[src/hmd_pkg.sv]
package hmd_pkg;

    localparam int DEF_MAX_SIZE  = 64;
    localparam int DEF_FRAC_BITS = 24;

    localparam logic [1:0] OP_MATRIX   = 2'd0;
    localparam logic [1:0] OP_POSITION = 2'd1;
    localparam logic [1:0] OP_MOMENTUM = 2'd2;
    localparam logic [1:0] OP_RUN      = 2'd3;

    localparam logic [1:0] REG_SIZE      = 2'd0;
    localparam logic [1:0] REG_STEPS     = 2'd1;
    localparam logic [1:0] REG_STEP_SIZE = 2'd2;

    localparam logic [6:0]  RST_SIZE      = 7'd64;
    localparam logic [19:0] RST_STEPS     = 20'd1000;
    localparam logic [30:0] RST_STEP_SIZE = 31'd335544;

    typedef enum logic [4:0] {
        DP_NOP,
        DP_LOAD,
        DP_START,
        DP_A_RD,
        DP_A_MUL,
        DP_A_ACC,
        DP_A_WR,
        DP_U_RD,
        DP_U_MUL1,
        DP_U_P,
        DP_U_MUL2,
        DP_U_Q,
        DP_E_RD,
        DP_E_MUL1,
        DP_E_S,
        DP_E_MUL2,
        DP_E_KE,
        DP_E_PE,
        DP_E_OUT
    } t_dp_op;

    typedef struct packed {
        t_dp_op op;
        logic   row_first;
    } t_cmd;

    typedef struct packed {
        logic out_valid;
    } t_status;

endpackage

[src/hmd_ctrl.sv]
module hmd_ctrl
    import hmd_pkg::*;
#(
    parameter int MAX_SIZE = DEF_MAX_SIZE
) (
    input  logic                         i_clk,
    input  logic                         i_rst_n,
    input  logic                         i_in_valid,
    input  logic [1:0]                   i_opcode,
    output logic                         o_in_ready,
    input  logic [6:0]                   i_size,
    input  logic [19:0]                  i_steps,
    input  t_status                      i_status,
    output t_cmd                         o_cmd,
    output logic [$clog2(MAX_SIZE)-1:0]  o_n,
    output logic [$clog2(MAX_SIZE)-1:0]  o_j
);

    localparam int IW = $clog2(MAX_SIZE);
    localparam int NW = $clog2(MAX_SIZE + 1);

    typedef enum logic [16:0] {
        S_IDLE   = 17'b00000000000000001,
        S_A_RD   = 17'b00000000000000010,
        S_A_MUL  = 17'b00000000000000100,
        S_A_ACC  = 17'b00000000000001000,
        S_A_WR   = 17'b00000000000010000,
        S_U_RD   = 17'b00000000000100000,
        S_U_MUL1 = 17'b00000000001000000,
        S_U_P    = 17'b00000000010000000,
        S_U_MUL2 = 17'b00000000100000000,
        S_U_Q    = 17'b00000001000000000,
        S_E_RD   = 17'b00000010000000000,
        S_E_MUL1 = 17'b00000100000000000,
        S_E_S    = 17'b00001000000000000,
        S_E_MUL2 = 17'b00010000000000000,
        S_E_KE   = 17'b00100000000000000,
        S_E_PE   = 17'b01000000000000000,
        S_E_OUT  = 17'b10000000000000000
    } t_state;

    t_state          r_state, n_state;
    logic [IW-1:0]   r_n, n_n, r_j, n_j;
    logic [19:0]     r_c, n_c;
    logic            r_final, n_final;
    logic [NW-1:0]   r_nu, n_nu;
    logic [NW-1:0]   size_lim;
    logic [IW-1:0]   last;
    logic            accept;

    assign size_lim = (32'(i_size) > MAX_SIZE) ? NW'(MAX_SIZE) : NW'(i_size);
    assign last = IW'(r_nu - NW'(1));
    assign o_in_ready = (r_state == S_IDLE) && !(i_opcode == OP_RUN && i_status.out_valid);
    assign accept = i_in_valid && o_in_ready;
    assign o_n = r_n;
    assign o_j = r_j;

    always_comb begin
        n_state = r_state;
        n_n = r_n;
        n_j = r_j;
        n_c = r_c;
        n_final = r_final;
        n_nu = r_nu;
        o_cmd.op = DP_NOP;
        o_cmd.row_first = (r_j == '0);
        unique case (r_state)
            S_IDLE: begin
                if (accept) begin
                    if (i_opcode == OP_RUN) begin
                        o_cmd.op = DP_START;
                        n_nu = size_lim;
                        n_n = '0;
                        n_j = '0;
                        n_c = '0;
                        n_final = (i_steps == '0);
                        n_state = (size_lim == '0) ? S_E_OUT : S_A_RD;
                    end else begin
                        o_cmd.op = DP_LOAD;
                    end
                end
            end
            S_A_RD: begin
                o_cmd.op = DP_A_RD;
                n_state = S_A_MUL;
            end
            S_A_MUL: begin
                o_cmd.op = DP_A_MUL;
                n_state = S_A_ACC;
            end
            S_A_ACC: begin
                o_cmd.op = DP_A_ACC;
                if (r_j == last) begin
                    n_state = S_A_WR;
                end else begin
                    n_j = r_j + IW'(1);
                    n_state = S_A_RD;
                end
            end
            S_A_WR: begin
                o_cmd.op = DP_A_WR;
                n_j = '0;
                if (r_n == last) begin
                    n_n = '0;
                    n_state = r_final ? S_E_RD : S_U_RD;
                end else begin
                    n_n = r_n + IW'(1);
                    n_state = S_A_RD;
                end
            end
            S_U_RD: begin
                o_cmd.op = DP_U_RD;
                n_state = S_U_MUL1;
            end
            S_U_MUL1: begin
                o_cmd.op = DP_U_MUL1;
                n_state = S_U_P;
            end
            S_U_P: begin
                o_cmd.op = DP_U_P;
                n_state = S_U_MUL2;
            end
            S_U_MUL2: begin
                o_cmd.op = DP_U_MUL2;
                n_state = S_U_Q;
            end
            S_U_Q: begin
                o_cmd.op = DP_U_Q;
                if (r_n == last) begin
                    n_n = '0;
                    n_c = r_c + 20'd1;
                    n_final = ((r_c + 20'd1) == i_steps);
                    n_state = S_A_RD;
                end else begin
                    n_n = r_n + IW'(1);
                    n_state = S_U_RD;
                end
            end
            S_E_RD: begin
                o_cmd.op = DP_E_RD;
                n_state = S_E_MUL1;
            end
            S_E_MUL1: begin
                o_cmd.op = DP_E_MUL1;
                n_state = S_E_S;
            end
            S_E_S: begin
                o_cmd.op = DP_E_S;
                n_state = S_E_MUL2;
            end
            S_E_MUL2: begin
                o_cmd.op = DP_E_MUL2;
                n_state = S_E_KE;
            end
            S_E_KE: begin
                o_cmd.op = DP_E_KE;
                n_state = S_E_PE;
            end
            S_E_PE: begin
                o_cmd.op = DP_E_PE;
                if (r_n == last) begin
                    n_state = S_E_OUT;
                end else begin
                    n_n = r_n + IW'(1);
                    n_state = S_E_RD;
                end
            end
            S_E_OUT: begin
                o_cmd.op = DP_E_OUT;
                n_state = S_IDLE;
            end
            default: begin
                n_state = S_IDLE;
            end
        endcase
    end

    always_ff @(posedge i_clk) begin
        if (!i_rst_n) begin
            r_state <= S_IDLE;
            r_n <= '0;
            r_j <= '0;
            r_c <= '0;
            r_final <= 1'b0;
            r_nu <= '0;
        end else begin
            r_state <= n_state;
            r_n <= n_n;
            r_j <= n_j;
            r_c <= n_c;
            r_final <= n_final;
            r_nu <= n_nu;
        end
    end

endmodule

[config.mk]
export PLATFORM = sky130hd
export DESIGN_NAME = hmd_ctrl
export DESIGN_NICKNAME = d
export VERILOG_FILES = /design/src/hmd_pkg.sv /design/src/hmd_ctrl.sv
export SDC_FILE = /design/constraint.sdc
export NUM_CORES = 1
export LEC_CHECK = 0
export ABC_AREA = 1
export BUFFER_PORTS_ARGS = -buffer_cell sky130_fd_sc_hd__buf_4
export CORE_AREA = 2 2 134 84
export CTS_BUF_LIST = sky130_fd_sc_hd__clkbuf_8
export DETAILED_ROUTE_END_ITERATION = 10
export DIE_AREA = 0 0 136 86
export PLACE_DENSITY = 0.68
export SKIP_CTS_REPAIR_TIMING = 1
export SKIP_LAST_GASP = 1
export SLEW_MARGIN = 20
export SYNTH_ARGS = -nofsm -noshare
export SYNTH_HDL_FRONTEND = slang
export SYNTH_SLANG_ARGS = --single-unit
[constraint.sdc]
create_clock -name i_clk -period 1.75 [get_ports i_clk]
set_input_delay 0.0875 -clock i_clk [delete_from_list [all_inputs] [get_ports i_clk]]
set_output_delay 0.0875 -clock i_clk [all_outputs]
set_load 0.05 [all_outputs]
==> impl_metrics.py <==
metrics = {
    "status": {
        "status": "complete, but fails checks",
        "violations": "negative setup slack",
    },
    "clocking": {
        "clock_path_buffers": 2,
        "cts_buffers": 5,
        "cts_tree": "built",
        "cts-htree-levels": 2,
        "cts.sinks": 56,
        "path_clk_slew_ps": 110,
        "root_buffer": "clkbuf_8",
        "clk-insertion-delay-late_ps": 350,
    },
    "sta": {
        "fin_crit_sh_pct": 123.3,
        "rsz0062_at_grt": "yes",
        "setup_tns_ps": -12580,
        "skew_ps": 4.846,
        "final.setup.worst_slack_ps": -408.3,
        "max_freq_mhz": 463.3,
        "drv_slew": 0,
        "fin_crit_ps": 2158,
        "tightest_slew_ps": 785.8,
        "setup_viol": 55,
        "slew_headroom_pct": 47.56,
        "report.final.hold_viol_count": 0,
    },
    "power_and_ir_drop": {
        "p_leak_nw": 3.083,
        "ir_worst_vdd_uv": 906.7,
        "power.density_nw_per_um2": 897.5,
        "power_w": 0.006093,
    },
    "finish": {
        "diodes": 0,
        "post-route-cell-area_um2": 6789,
        "drive_gt1_share_pct": 44.84,
        "nets": 909,
        "final_common_cell": "buf_4",
        "nFillCells": 876,
        "final_cell_mix": "162 x buf_4, 153 x nand2_1, 87 x inv_1",
        "stdcell_count": 1011,
        "area_growth_pct": 57.37,
    },
    "floorplan": {
        "start_util_pct": 41.57,
        "dieArea_um2": 11700,
        "die_w_um": 136,
        "io_pins": 52,
        "row_count": 29,
        "chipHeight_um": 86,
        "core_um2": 10380,
    },
    "drt": {
        "drt_pass1_iterations": 5,
        "drt_iter0_drc": 464,
        "vias": 5314,
        "ant_nets": 0,
        "drc": 0,
        "wirelength_um": 15390,
        "via_per_inst": 5.256,
        "wl_per_cell_um": 15.22,
    },
    "global_routing": {
        "grt_pass1_wl_um": 22560,
        "grt_max_degree": 25,
        "globalRouteOverflowTotal": 0,
        "antenna_found_initial": 0,
        "grt_usage_pct": 24.09,
        "first_global_vias": 4779,
    },
    "critical_path": {
        "startpoint_type": "register",
        "worstReg2RegStart": "r_nu[1]$_SDFFE_PN0P_",
        "critPathRequiredTime_ps": 1660,
        "crit_arrival_ps": 2070,
        "critical_path.startpoint": "r_state[13]$_SDFFE_PN0P_",
        "endpoint_kind": "output pin",
        "path_class": "reg -> out",
        "path_max_fanout": 5,
    },
    "synth": {
        "synth-edff-count": 0,
        "yosysTopAreaCell": "dfxtp_1",
        "synthDominantCellAreaShare_pct": 25.99,
        "synth_area_leaders": "dfxtp_1 26%, nand2_1 16%, nand3_1 9.2%",
        "synth_cell_types": 44,
        "syn_inst": 689,
        "syn_area_um2": 4314,
        "ys_async_sr_fraction_pct": 0,
        "syn-mean-instance-area_um2": 6.261,
        "syn_nets": 727,
        "ys_seq_elements": 56,
        "synth_warnings": 0,
        "synth_flop_cell": "dfxtp_1",
        "ys_seq_area_share_pct": 25.99,
    },
    "min_path": {
        "min_path_type": "in -> reg",
        "holdCritStartpoint": "i_size[4]",
    },
    "place": {
        "dpl-instance-area_um2": 5767,
        "globalplace.congestion": 0.9291,
        "dp_cells": 979,
        "dpl.hpwl_um": 10750,
        "io_buffers": 51,
    },
    "run": {
        "drv_cap": 0,
    },
}
[flip-flops by register name (all words and copies together), names as in the netlist]
signal,cells
r_nu,6
o_n,6
o_j,6
r_final,1
r_state,17
r_c,20
[cells by family after synthesis]
logic type	after synthesis	share of synthesized area, %
AOI/OAI and AO/OA	71	9.745
adders and majority gates	5	1.450
DFF	56	25.99
buffers and inverters	111	10.30
and+or+nand+nor	426	47.82
xor gates and xnor gates	20	4.698
[power by group]
group	total [W]	internal [W]	switching [W]
sequential	0.00144	0.00136	0.0000785
combinational	0.00371	0.00147	0.00223
clock	0.000946	0.000426	0.000521
[worst paths after layout]
check	to	slack, ps	cells past startpoint
worst min-delay path	r_nu[4]$_SDFFE_PN0P_	50	3
worst min register to register	r_c[18]$_SDFFE_PN0P_	500	2
worst max-delay path	o_cmd[2]	-410	10
worst max register to register	r_c[8]$_SDFFE_PN0P_	-390	12
[cell usage after synthesis (6+ instances only)]
cell and count:
nand4_1 22, nor2_4 6, nor4_1 8, nor2_2 21, inv_1 91, nand2_2 10, nor3_1 13, dfxtp_1 56
inv_2 9, nor2_1 63, nand3b_1 6, nand2_1 180, o21ai_0 13, nand3_1 79, a21oi_1 37, xor2_1 13
[area by class of cell]
type,instances,area (um^2),area share (%)
Multi-Input combinational cell,523,3423,50.42
Timing Repair Buffer,185,1536,22.63
Sequential cell,56,1156,17.03
Inverter,100,387.9,5.713
Tap cell,139,173.9,2.562
Clock buffer,5,68.82,1.014
Clock inverter,3,42.54,0.6266
[worst max-delay path: stages (launching register included)]
cell and delay [ps]:
dfxtp_2 360, nor2_4 140, nand2_4 90, nor2_4 230, buf_6 150, nand4_1 240
nand2_2 190, buf_6 110, nor2_2 30, nand2_2 50, buf_8 140
[through the flow]
stage / setup WS (ps) / utilization (%) / hold WS, ps
3_3_place_gp: -165.3 / 55.57 / 412.8
2_1_floorplan: -169.4 / - / 246.1
3_5_place_dp: -258.1 / 55.57 / 415.5
6_report: -408.3 / 65.42 / 47.75
4_1_cts: -449.5 / 56.64 / 43.88
5_1_grt: -463.3 / 65.42 / 38.19
[per-layer routing]
metal / up-vias / share of wire [%] / GRT usage, % / wire length, um
met4: 0 / 1.2 / 5.587 / 187
met2: 222 / 46 / 37.78 / 7040
met3: 18 / 8.0 / 3.073 / 1230
li1: 2605 / - / - / -
met1: 2469 / 45 / 35.11 / 6934
met5: - / 0 / 0 / 0
No activity file was read; power rests on OpenSTA's default activity.
